==> src/hdl/tss_pkg.sv <==
// ----------------------------------------------------------------------------
// tss_pkg
// Shared types and constants for the trust source selector.
// ----------------------------------------------------------------------------
package tss_pkg;

    localparam int TRUST_BITS = 16;
    localparam int RAND_BITS  = 16;
    localparam int PEER_BITS  = 6;
    localparam int MODE_BITS  = 2;

    typedef enum logic [MODE_BITS-1:0] {
        MODE_HIGH = 2'd0,
        MODE_LOW  = 2'd1,
        MODE_ANY  = 2'd2
    } t_mode;

    typedef enum logic [1:0] {
        S_IDLE,
        S_UPDATE,
        S_RESOLVE,
        S_SCAN
    } t_state;

    typedef struct packed {
        logic signed [TRUST_BITS-1:0] trust;
        logic                         holds_file;
        logic                         upload_free;
        logic                         last_peer;
        logic [RAND_BITS-1:0]         random_fraction;
    } t_item;

    typedef struct packed {
        logic [PEER_BITS-1:0] chosen_peer;
        logic                 found;
    } t_result;

    typedef struct packed {
        logic update;
        logic clear;
    } t_acc_ctrl;

    typedef struct packed {
        logic load;
        logic step;
    } t_scan_ctrl;

endpackage

==> src/hdl/tss_acc.sv <==
// ----------------------------------------------------------------------------
// tss_acc
// Running extreme, tie bitmap, tie count and peer position of one peer set.
// ----------------------------------------------------------------------------
module tss_acc
    import tss_pkg::*;
#(
    parameter int NUM_PEERS = 64,
    localparam int POS_W = $clog2(NUM_PEERS),
    localparam int CNT_W = $clog2(NUM_PEERS + 1)
) (
    input  logic                         i_clk,
    input  logic                         i_rst_n,
    input  t_acc_ctrl                    i_ctrl,
    input  logic [MODE_BITS-1:0]         i_mode,
    input  logic signed [TRUST_BITS-1:0] i_trust,
    input  logic                         i_eligible,
    output logic [NUM_PEERS-1:0]         o_tie_map,
    output logic [CNT_W-1:0]             o_tie_count
);

    logic signed [TRUST_BITS-1:0] r_ext, n_ext;
    logic [NUM_PEERS-1:0]         r_map, n_map;
    logic [CNT_W-1:0]             r_count, n_count;
    logic [POS_W-1:0]             r_pos, n_pos;
    logic                         do_restart;
    logic                         do_mark;

    // shared compare against the held extreme
    always_comb begin
        do_restart = 1'b0;
        do_mark    = 1'b0;
        if (i_eligible) begin
            unique case (i_mode)
                MODE_HIGH: begin
                    if (r_count == '0 || i_trust > r_ext) do_restart = 1'b1;
                    else if (i_trust == r_ext)           do_mark    = 1'b1;
                end
                MODE_LOW: begin
                    if (r_count == '0 || i_trust < r_ext) do_restart = 1'b1;
                    else if (i_trust == r_ext)           do_mark    = 1'b1;
                end
                default: do_mark = 1'b1;  // uniform, unused code too
            endcase
        end
    end

    always_comb begin
        n_ext   = r_ext;
        n_map   = r_map;
        n_count = r_count;
        n_pos   = r_pos;
        if (i_ctrl.clear) begin
            n_ext   = '0;
            n_map   = '0;
            n_count = '0;
            n_pos   = '0;
        end else if (i_ctrl.update) begin
            if (do_restart) begin
                n_ext        = i_trust;
                n_map        = '0;
                n_map[r_pos] = 1'b1;
                n_count      = CNT_W'(1);
            end else if (do_mark && !r_map[r_pos]) begin
                n_map[r_pos] = 1'b1;
                n_count      = r_count + 1'b1;
            end
            n_pos = (r_pos == POS_W'(NUM_PEERS - 1)) ? '0 : r_pos + 1'b1;
        end
    end

    always_ff @(posedge i_clk) begin
        if (!i_rst_n) begin
            r_ext   <= '0;
            r_map   <= '0;
            r_count <= '0;
            r_pos   <= '0;
        end else begin
            r_ext   <= n_ext;
            r_map   <= n_map;
            r_count <= n_count;
            r_pos   <= n_pos;
        end
    end

    assign o_tie_map   = r_map;
    assign o_tie_count = r_count;

endmodule

==> src/hdl/tss_scan.sv <==
// ----------------------------------------------------------------------------
// tss_scan
// Forms k = floor(r * count / 2^16) and walks the tie bitmap one bit per
// cycle to find the k-th set bit.
// ----------------------------------------------------------------------------
module tss_scan
    import tss_pkg::*;
#(
    parameter int NUM_PEERS = 64,
    localparam int POS_W = $clog2(NUM_PEERS),
    localparam int CNT_W = $clog2(NUM_PEERS + 1)
) (
    input  logic                 i_clk,
    input  t_scan_ctrl           i_ctrl,
    input  logic [RAND_BITS-1:0] i_rand,
    input  logic [CNT_W-1:0]     i_count,
    input  logic [NUM_PEERS-1:0] i_map,
    output logic                 o_hit,
    output logic [POS_W-1:0]     o_idx
);

    localparam int PROD_W = RAND_BITS + CNT_W;

    logic [PROD_W-1:0] prod;
    logic [CNT_W-1:0]  r_k;
    logic [POS_W-1:0]  r_idx;

    assign prod  = PROD_W'(i_rand) * PROD_W'(i_count);
    assign o_hit = i_map[r_idx] && (r_k == '0);
    assign o_idx = r_idx;

    always_ff @(posedge i_clk) begin
        if (i_ctrl.load) begin
            r_k   <= prod[RAND_BITS +: CNT_W];
            r_idx <= '0;
        end else if (i_ctrl.step) begin
            if (i_map[r_idx]) r_k <= r_k - 1'b1;
            r_idx <= r_idx + 1'b1;
        end
    end

endmodule

==> src/hdl/trust_source_selector.sv <==
// ----------------------------------------------------------------------------
// trust_source_selector
// Picks one source peer per set by highest trust, lowest trust or uniformly
// among eligible peers, breaking ties with a random fraction.
// ----------------------------------------------------------------------------
// Sequencing: each peer is accepted in idle and then updates the accumulator.
//   A last peer goes on to resolve, which ends the set when no peer is marked;
//   else the one-bit-per-cycle bitmap scan walks up to the chosen index.
// Flow: a new peer is taken only while busy is low, after the previous peer is
//   through; the scan runs once per set. The result word strobes for one cycle,
//   the first cycle with busy low again; the receiver cannot stall it.
// Reset: synchronous, clears the set state and sets r_mode to highest.
// ----------------------------------------------------------------------------
module trust_source_selector
    import tss_pkg::*;
#(
    parameter int NUM_PEERS = 64
) (
    input  logic                 i_clk,
    input  logic                 i_rst_n,
    input  logic                 start,
    output logic                 busy,
    input  t_item                i_item,
    output logic                 o_res_strobe,
    output t_result              o_result,
    input  logic                 i_cfg_valid,
    output logic                 o_cfg_ready,
    input  logic [MODE_BITS-1:0] i_cfg_data
);

    localparam int POS_W = $clog2(NUM_PEERS);
    localparam int CNT_W = $clog2(NUM_PEERS + 1);

    t_state               r_state, n_state;
    t_item                r_item;
    logic [MODE_BITS-1:0] r_mode;
    logic                 r_strobe, n_strobe;
    t_result              r_result, n_result;

    t_acc_ctrl            acc_ctrl;
    t_scan_ctrl           scan_ctrl;
    logic [NUM_PEERS-1:0] tie_map;
    logic [CNT_W-1:0]     tie_count;
    logic                 scan_hit;
    logic [POS_W-1:0]     scan_idx;
    logic                 accept;

    assign accept      = start && !busy;
    assign o_cfg_ready = 1'b1;

    tss_acc #(.NUM_PEERS(NUM_PEERS)) u_acc (
        .i_clk       (i_clk),
        .i_rst_n     (i_rst_n),
        .i_ctrl      (acc_ctrl),
        .i_mode      (r_mode),
        .i_trust     (r_item.trust),
        .i_eligible  (r_item.holds_file & r_item.upload_free),
        .o_tie_map   (tie_map),
        .o_tie_count (tie_count)
    );

    tss_scan #(.NUM_PEERS(NUM_PEERS)) u_scan (
        .i_clk   (i_clk),
        .i_ctrl  (scan_ctrl),
        .i_rand  (r_item.random_fraction),
        .i_count (tie_count),
        .i_map   (tie_map),
        .o_hit   (scan_hit),
        .o_idx   (scan_idx)
    );

    // next state
    always_comb begin
        n_state = r_state;
        unique case (r_state)
            S_IDLE:    if (start) n_state = S_UPDATE;
            S_UPDATE:  n_state = r_item.last_peer ? S_RESOLVE : S_IDLE;
            S_RESOLVE: n_state = (tie_count == '0) ? S_IDLE : S_SCAN;
            S_SCAN:    if (scan_hit) n_state = S_IDLE;
            default:   n_state = S_IDLE;
        endcase
    end

    // outputs and unit controls
    always_comb begin
        busy               = 1'b1;
        acc_ctrl           = '0;
        scan_ctrl          = '0;
        n_strobe           = 1'b0;
        n_result           = r_result;
        unique case (r_state)
            S_IDLE: busy = 1'b0;
            S_UPDATE: acc_ctrl.update = 1'b1;
            S_RESOLVE: begin
                scan_ctrl.load = 1'b1;
                if (tie_count == '0) begin
                    n_strobe             = 1'b1;
                    n_result.found       = 1'b0;
                    n_result.chosen_peer = '0;
                    acc_ctrl.clear       = 1'b1;
                end
            end
            S_SCAN: begin
                scan_ctrl.step = 1'b1;
                if (scan_hit) begin
                    n_strobe             = 1'b1;
                    n_result.found       = 1'b1;
                    n_result.chosen_peer = PEER_BITS'(scan_idx);
                    acc_ctrl.clear       = 1'b1;
                end
            end
            default: busy = 1'b1;
        endcase
    end

    always_ff @(posedge i_clk) begin
        if (!i_rst_n) begin
            r_state  <= S_IDLE;
            r_mode   <= MODE_HIGH;
            r_strobe <= 1'b0;
        end else begin
            r_state  <= n_state;
            r_strobe <= n_strobe;
            if (i_cfg_valid && o_cfg_ready) r_mode <= i_cfg_data;
        end
    end

    always_ff @(posedge i_clk) begin
        if (accept) r_item <= i_item;
        r_result <= n_result;
    end

    assign o_res_strobe = r_strobe;
    assign o_result     = r_result;

endmodule

==> config.mk <==
export PLATFORM = sky130hd
export DESIGN_NAME = trust_source_selector
export DESIGN_NICKNAME = d
export VERILOG_FILES = /design/src/hdl/tss_pkg.sv /design/src/hdl/tss_acc.sv /design/src/hdl/tss_scan.sv /design/src/hdl/trust_source_selector.sv
export SDC_FILE = /design/constraint.sdc
export NUM_CORES = 1
export LEC_CHECK = 0
export BUFFER_PORTS_ARGS = -buffer_cell sky130_fd_sc_hd__clkbuf_2
export CORE_MARGIN = 1
export CORE_UTILIZATION = 55
export CTS_CLUSTER_SIZE = 16
export DETAILED_ROUTE_END_ITERATION = 6
export PLACE_DENSITY = 0.73
export SYNTH_ARGS = -nofsm -noshare
export SYNTH_HDL_FRONTEND = slang
export SYNTH_SLANG_ARGS = --single-unit
==> constraint.sdc <==
create_clock -name i_clk -period 8.4 [get_ports i_clk]
set_input_delay 0.42 -clock i_clk [delete_from_list [all_inputs] [get_ports i_clk]]
set_output_delay 0.42 -clock i_clk [all_outputs]
set_load 0.02 [all_outputs]
# Word level (Yosys, flattened, before mapping)
# Index checks and enable logic that the tools add are counted.
# classes
n_addsub	4
n_mul	1
order_cmp	5
eq_ne	9
muxes	38
bitwise_logic	3
reduce_logical	21
# ops
cell	count
64-bit two-way mux	2
64-bit OR	1
7-bit two-way mux	7
16-bit by 7-bit multiplier with 23-bit output	1
16-bit equality test	1
16-bit greater-than comparator	1
16-bit < comparator	1
1-bit two-way mux	16
7-bit zero test	2
6-bit by 7-bit < comparator with 1-bit output, second input constant	2
7-bit case mux with 2 select lines	1
6-bit by 1-bit adder with 6-bit output, second input constant	2
1-bit binary-select mux with 6-bit select	2
2-bit two-way mux	4
2-bit case mux with 4 select lines	1
2-bit AND reduction	4
2-bit nonzero test	4
7-bit by 1-bit adder with 7-bit output, second input constant	1
7-bit by 1-bit subtractor with 7-bit output, second input constant	1
1-bit demux with 6-bit select	1
6-bit equality test, second input constant	1
6-bit by 1-bit >= comparator with 1-bit output, second input constant	1
6-bit two-way mux	1
2-bit inequality test, second input constant	3
11 further kinds	20
# totals
ff_bits	153
word_cells	97

# Longest topological paths before layout
# Gate-level depths: netlist of run 1.
# logic_depth
depth_word	8
ltp_mapped	20
ltp_nobuf	18

# By module
# Synthesis of run 1 repeated with hierarchy kept, for this count alone.
# hier_totals
hier_cells	1105
hier_area_um2	10944.2
# modules_own_cells
module	n_inst	cells_each	area_per_inst_um2
tss_acc	1	532	4803.4
tss_scan	1	492	4533.1
trust_source_selector	1	81	1607.8

# Worst setup path before layout of run 1
# No wires, ideal clock.
# synth_timing
kind	reg2reg
startpoint	register u_acc.r_count[1] (netlist: u_acc.o_tie_count[1])
endpoint	register u_scan.r_k[6] (data pin)
t_arrival_ns	4.953
required_ns	8.130
setup_slack_ns	3.177
stages_incl_launch_ff	19
path_buffers	2
period_less_slack_ns	5.223
cell_sequence	dfxtp_1 > clkbuf_1 > clkbuf_1 > and2_1 > fa_1 > fa_1 > fa_1 > inv_1 > fa_1 > inv_1 > ha_1 > a21o_1 > a211o_1 > a211oi_1 > o211ai_1 > and4_1 > a2111oi_0 > xnor2_1 > a21oi_1
# synth_via
elab_chain_cells	2
# synth_lines
element	line	text
start: declaration	tss_acc.sv:24	logic [CNT_W-1:0] r_count, n_count;
start signal: assignment	tss_acc.sv:81	r_count <= n_count;
16-bit by 7-bit multiplier with 23-bit output	tss_scan.sv:28	assign prod = PROD_W'(i_rand) * PROD_W'(i_count);
7-bit two-way mux	tss_scan.sv:33	if (i_ctrl.load) begin
end signal: assignment	tss_scan.sv:34	r_k <= prod[RAND_BITS +: CNT_W];
end signal: assignment	tss_scan.sv:37	if (i_map[r_idx]) r_k <= r_k - 1'b1;
end: declaration	tss_scan.sv:25	logic [CNT_W-1:0] r_k;
# Every way passes these cells.
# A chain may end at the register's enable or synchronous reset.

# Worst setup path in the final report of run 1
# layout_timing
startpoint	register u_acc.r_count[1] (netlist: u_acc.o_tie_count[1])
endpoint	register u_scan.r_k[2] (data pin)
# Same word-level chain as after synthesis.

==> results.json, run 1 <==
{
  "cts_root_buf": "clkbuf_16",
  "ff_latch_area_um2": 3550,
  "utilization": 0.620,
  "clk_latency_ns": 0.43,
  "slowest_delay_ns": 0.90,
  "post_cts_buffers": 0,
  "rsz0062_at_grt": "no",
  "cts_buffers": 17,
  "syn_area_per_cell_um2": 10.4,
  "syn-num-nets": 1172,
  "dieArea_um2": 19400,
  "area_growth_pct": 8.69,
  "dr.pass1.iters": 5,
  "multiInputGateArea_um2": 6160,
  "finClkSkew_ns": 0.0192,
  "grt_usage": 0.249,
  "path_common_cell": "fa_1",
  "htreeDepth": 4,
  "dpl.hpwl_um": 16200,
  "cts_tree": "built",
  "die_w_um": 139,
  "gp_congestion": 0.850,
  "path_cells": "and2_1 -> fa_1 -> fa_1 -> fa_1 -> inv_1 -> fa_1 -> inv_1 -> ha_1 -> a21o_1 -> a21o_1 -> a31o_2 -> a2111oi_0 -> nor3_1 -> a2111oi_0 -> o31ai_1",
  "wirelength_um": 23000,
  "post-place-cells": 1232,
  "powerDensity_nw_per_um2": 154,
  "hold_path.class": "in2reg",
  "fmax_ghz": 0.172,
  "synth-main-ff-cell": "dfxtp_1",
  "async_flop_share": 0,
  "hold_viol": 0,
  "worst_hold_slack_ns": 0.167,
  "cts.path.max_buffers": 2,
  "synth_top_area_share": 0.200,
  "route.detailed.wl_per_inst_um": 18.2,
  "num_vias": 7701,
  "crit_fanout": 21,
  "fin_crit_ns": 5.81,
  "ant_nets": 0,
  "critical_path_class": "reg2reg",
  "grt_max_degree": 65,
  "cap_violations": 0,
  "syn_area_um2": 10400,
  "yosys_warnings": 0,
  "worstPathRequired_ns": 8.56,
  "finalSetupViolCount": 0,
  "antenna_cells": 0,
  "first_iter_violations": 681,
  "nNetsFinal": 1192,
  "start_util": 0.571,
  "netlist-cell-type-count": 68,
  "fin_crit_sh": 0.691,
  "synthTopCellsByArea": "dfxtp_1 (20%), edfxtp_1 (14%), fa_1 (13%)",
  "ys_seq_area_frac": 0.342,
  "port_buffers": 49,
  "grt_pass1_vias": 7553,
  "cp_slowest_cell": "a2111oi_0",
  "tightest_slew_ns": 1.16,
  "grt_antenna_before_repair": 0,
  "grt_pass1_wl_um": 38300,
  "cp.arrival_ns": 5.96,
  "status": "finished clean",
  "drive_gt1_frac": 0.118,
  "slew-limit-headroom": 0.226,
  "yosysTopAreaCell": "dfxtp_1",
  "vias_per_cell": 6.09,
  "start_kind": "flip-flop",
  "post-route-drc-count": 0,
  "cts.sinks": 153,
  "clkSlewWorstSetupHoldPaths_ns": 0.07,
  "maxSlewViolCount": 0,
  "leakage_nw": 4.89,
  "fp.dieH_um": 139,
  "peakVddDrop_mv": 0.136,
  "finalNonFillerCells": 1264,
  "worstSetupEndpointType": "flip-flop",
  "fp.coreArea_um2": 18200,
  "grt_overflow_total": 0,
  "synth_edf_count": 49,
  "cts_resized": 0,
  "synth_seq_cells": 153,
  "nFillCells": 1487,
  "ios": 51,
  "finalSetupTns_ns": 0,
  "hold_buffers": 0,
  "num_rows": 49,
  "netlist_instances": 1002
}
[worst max-delay path, delay by kind of cell, from the launching register on]
| family | cells | cell delay, ns |
|---|---|---|
| buffers and inverters | 2 | 0.09 |
| AO/OA/AOI/OAI | 6 | 2.04 |
| adder cells (fa/ha/maj) | 5 | 2.25 |
| flip-flops | 1 | 0.76 |
| AND/OR/NAND/NOR | 2 | 0.38 |
[synth_stat cells, types with 9 or more instances]
master / count
ha_1: 61
nand2b_1: 9
nand3_1: 14
inv_1: 107
nand2_1: 54
nor3_1: 9
edfxtp_1: 49
mux4_2: 15
a32o_1: 64
a21oi_1: 26
and2_1: 89
and3_1: 9
clkbuf_1: 28
dfxtp_1: 104
buf_2: 16
fa_1: 68
mux2i_1: 39
nor2_1: 53
o21ai_0: 28
[sequential cells by signal, summed over array words and instances (netlist names)]
signal             count
u_acc.o_tie_count      7
r_state                2
o_res_strobe           1
o_result               7
u_acc.r_ext           16
u_acc.r_pos            6
r_mode                 2
u_scan.o_idx           6
u_acc.o_tie_map       64
u_scan.r_k             7
r_item                35
[per-layer routing]
metal,share of wire,GRT usage,wire length [µm]
met1,0.44,0.336,10300
met2,0.49,0.412,11300
met3,0.049,0.0465,1140
met4,0.017,0.0655,395
met5,0,0,0
[per-stage QoR]
step | power (mW) | worst slack [ns] | instance area (µm²)
6_report | 1.74 | 2.59 | 11300
2_1_floorplan | 0.932 | 3.18 | 10400
4_1_cts | 1.75 | 2.77 | 11300
5_1_grt | 1.79 | 2.27 | 11300
3_5_place_dp | 0.976 | 2.80 | 10700
3_3_place_gp | 0.973 | 2.93 | 10700
[placed cells by master, fill, tap and decap left out, drive strengths merged, types with 9 or more instances in the layout]
cell,n
mux4,15
and2,90
inv,115
fa,68
nor2,54
mux2i,40
ha,61
nand2,54
dfxtp,104
a211oi,9
a21oi,26
nor3,10
o21ai,29
edfxtp,49
nand3,14
a32o,64
and3,9
clkbuf,66
nand2b,9
[cell type report]
class / count / share of cell area
Clock inverter: 15 / 0.0143
Clock buffer: 17 / 0.0377
Timing Repair Buffer: 57 / 0.0270
Tap cell: 229 / 0.0254
Multi-Input combinational cell: 685 / 0.545
Inverter: 108 / 0.0359
Sequential cell: 153 / 0.315
[cell families (layout without fill, tap and decap cells)]
logic type	count (synthesis)	after routing	synth area share
DFF	153	153	0.342
xor gates and xnor gates	14	14	0.0118
adders and majority gates	129	129	0.204
buffers and inverters	164	197	0.0670
muxes	60	60	0.0768
AOI/OAI and AO/OA	199	199	0.152
other	1	1	0.000361
and+or+nand+nor	282	282	0.146
[final timing paths]
kind,startpoint,endpoint,slack (ns),cells after the start
min reg2reg,u_acc.o_tie_map[62]$_SDFFE_PP0P_,u_acc.o_tie_map[62]$_SDFFE_PP0P_,0.49,1
max,u_acc.o_tie_count[1]$_SDFFE_PP0P_,u_scan.r_k[2]$_DFFE_PP_,2.59,15
min,i_item[20],r_item[20]$_DFFE_PP_,0.17,1
max reg2reg,u_acc.o_tie_count[1]$_SDFFE_PP0P_,u_scan.r_k[2]$_DFFE_PP_,2.59,15
[power by group]
group / internal [mW] / switching [mW] / total (mW)
clock: 0.445 / 0.334 / 0.778
combinational: 0.0554 / 0.0818 / 0.137
sequential: 0.786 / 0.0367 / 0.823
total: 1.29 / 0.452 / 1.74
Note: power is estimated with default switching activity, not from simulation.
==> run 2: changes to the inputs <==
Clock period 8.4 ns to 5.49 ns, I/O delays scaled along.
==> results.json, run 2 (same netlist as run 1, synthesis figures left out) <==
{
  "status": "finished clean",
  "finClkSkew_ns": 0.0142,
  "fin_crit_ns": 5.22,
  "area_growth_pct": 10.0,
  "top_usage_layer": "met2",
  "start_util": 0.571,
  "post-route-drc-count": 0,
  "clk_latency_ns": 0.43,
  "fp.dieH_um": 139,
  "htreeDepth": 4,
  "tightest_slew_ns": 1.09,
  "finalSetupViolCount": 0,
  "vias_per_cell": 6.06,
  "post_cts_buffers": 0,
  "critical_path_class": "reg2reg",
  "multiInputGateArea_um2": 6180,
  "dpl.hpwl_um": 16800,
  "grt_pass1_wl_um": 38600,
  "nNetsFinal": 1208,
  "layout_commonest_cell": "inv_1",
  "grt_pass1_vias": 7601,
  "grt_overflow_total": 0,
  "port_buffers": 49,
  "hold_viol": 0,
  "worst_hold_slack_ns": 0.0126,
  "largest_reg_flops": 64,
  "grt_usage": 0.252,
  "cp.arrival_ns": 5.37,
  "num_rows": 49,
  "slew-limit-headroom": 0.272,
  "powerDensity_nw_per_um2": 229,
  "crit_fanout": 7,
  "wirelength_um": 23600,
  "cap_violations": 0,
  "nFillCells": 1480,
  "start_kind": "flip-flop",
  "drive_gt1_frac": 0.137,
  "fmax_ghz": 0.192,
  "worstPathRequired_ns": 5.64,
  "met2_usage": 0.422,
  "hold_path.class": "in2reg",
  "die_w_um": 139,
  "fin_crit_sh": 0.950,
  "rsz0062_at_grt": "no",
  "worstSetupEndpointType": "flip-flop",
  "first_iter_violations": 583,
  "ant_nets": 0,
  "peakVddDrop_mv": 0.217,
  "cts_root_buf": "clkbuf_16",
  "cts.path.max_buffers": 2,
  "grt_util_met1": 0.329,
  "finalSetupTns_ns": 0,
  "num_vias": 7755,
  "fp.coreArea_um2": 18200,
  "cts_buffers": 17,
  "maxSlewViolCount": 0,
  "route.detailed.wl_per_inst_um": 18.5,
  "antenna_cells": 0,
  "ios": 51,
  "final_cell_mix": "inv_1 (107), dfxtp_1 (99), and2_1 (89), fa_1 (68), a32o_1 (64)",
  "dieArea_um2": 19400,
  "ff_latch_area_um2": 3560,
  "cts.sinks": 153,
  "grt_max_degree": 65,
  "use_met3": 0.0437,
  "cts_tree": "built",
  "grt_antenna_before_repair": 0,
  "gp_congestion": 0.858,
  "leakage_nw": 4.96,
  "clkSlewWorstSetupHoldPaths_ns": 0.07,
  "dr.pass1.iters": 5
}
-- run 2: metal layers --
metal,wire (µm),vias to the layer above
met5,0,-
met2,11500,246
met1,10400,3806
li1,-,3653
met4,611,0
met3,1140,50
-- run 2: path summary, 6_finish.rpt --
| kind | from | endpoint | slack, ns | depth (start not counted) |
|---|---|---|---|---|
| worst max-delay path | r_item[5]$_DFFE_PP_ | u_scan.r_k[6]$_DFFE_PP_ | 0.27 | 16 |
| worst min register to register | u_acc.o_tie_map[31]$_SDFFE_PP0P_ | u_acc.o_tie_map[31]$_SDFFE_PP0P_ | 0.49 | 1 |
| worst max register to register | r_item[5]$_DFFE_PP_ | u_scan.r_k[6]$_DFFE_PP_ | 0.27 | 16 |
| worst min-delay path | i_item[20] | r_item[20]$_DFFE_PP_ | 0.01 | 1 |
-- run 2: area by class of cell --
cell class / instances / area share
inverter: 108 / 0.0355
clock inverter: 14 / 0.0119
tap: 229 / 0.0251
clock buffer: 18 / 0.0376
sequential: 153 / 0.311
multi-input combinational: 685 / 0.541
timing repair buffer: 73 / 0.0379
-- run 2: report_power, final --
part / switching (mW) / internal (mW) / leakage, nW
Combinational: 0.111 / 0.0861 / 3.38
Clock: 0.516 / 0.635 / 0.274
Sequential: 0.0690 / 1.20 / 1.31
-- run 2: what timing repair did --
action | 4_1_cts | 5_1_grt
hold buffers | 0 | 3
hold endpoints to repair | 0 | 3
endpoints found under the setup margin | 0 | 4
gates resized for setup | 0 | 12
-- run 2: critical path, cell delays in order, from the launching register on --
cell and delay [ns]:
edfxtp_1 0.48, and2_1 0.22, fa_1 0.50, fa_1 0.52, fa_1 0.54, inv_1 0.05, fa_1 0.52, inv_1 0.04
ha_1 0.32, a21o_1 0.17, a211o_1 0.32, o211ai_1 0.21, o211ai_1 0.18, and4_1 0.24, a2111oi_2 0.36, xnor2_1 0.17
a21oi_1 0.08
-- run 2: metrics by stage --
stage                      util  setup WS (ns)  power [mW]  instances  cell area [µm²]
after floorplan               -          0.267        1.43       1002            10400
after detailed placement  0.593          0.102        1.49       1245            10800
after global placement    0.593          0.198        1.49       1245            10800
after CTS                 0.624         0.0671        2.63       1277            11400
after global routing      0.628         0.0230        2.70       1280            11400
final                     0.628          0.273        2.62       1280            11400
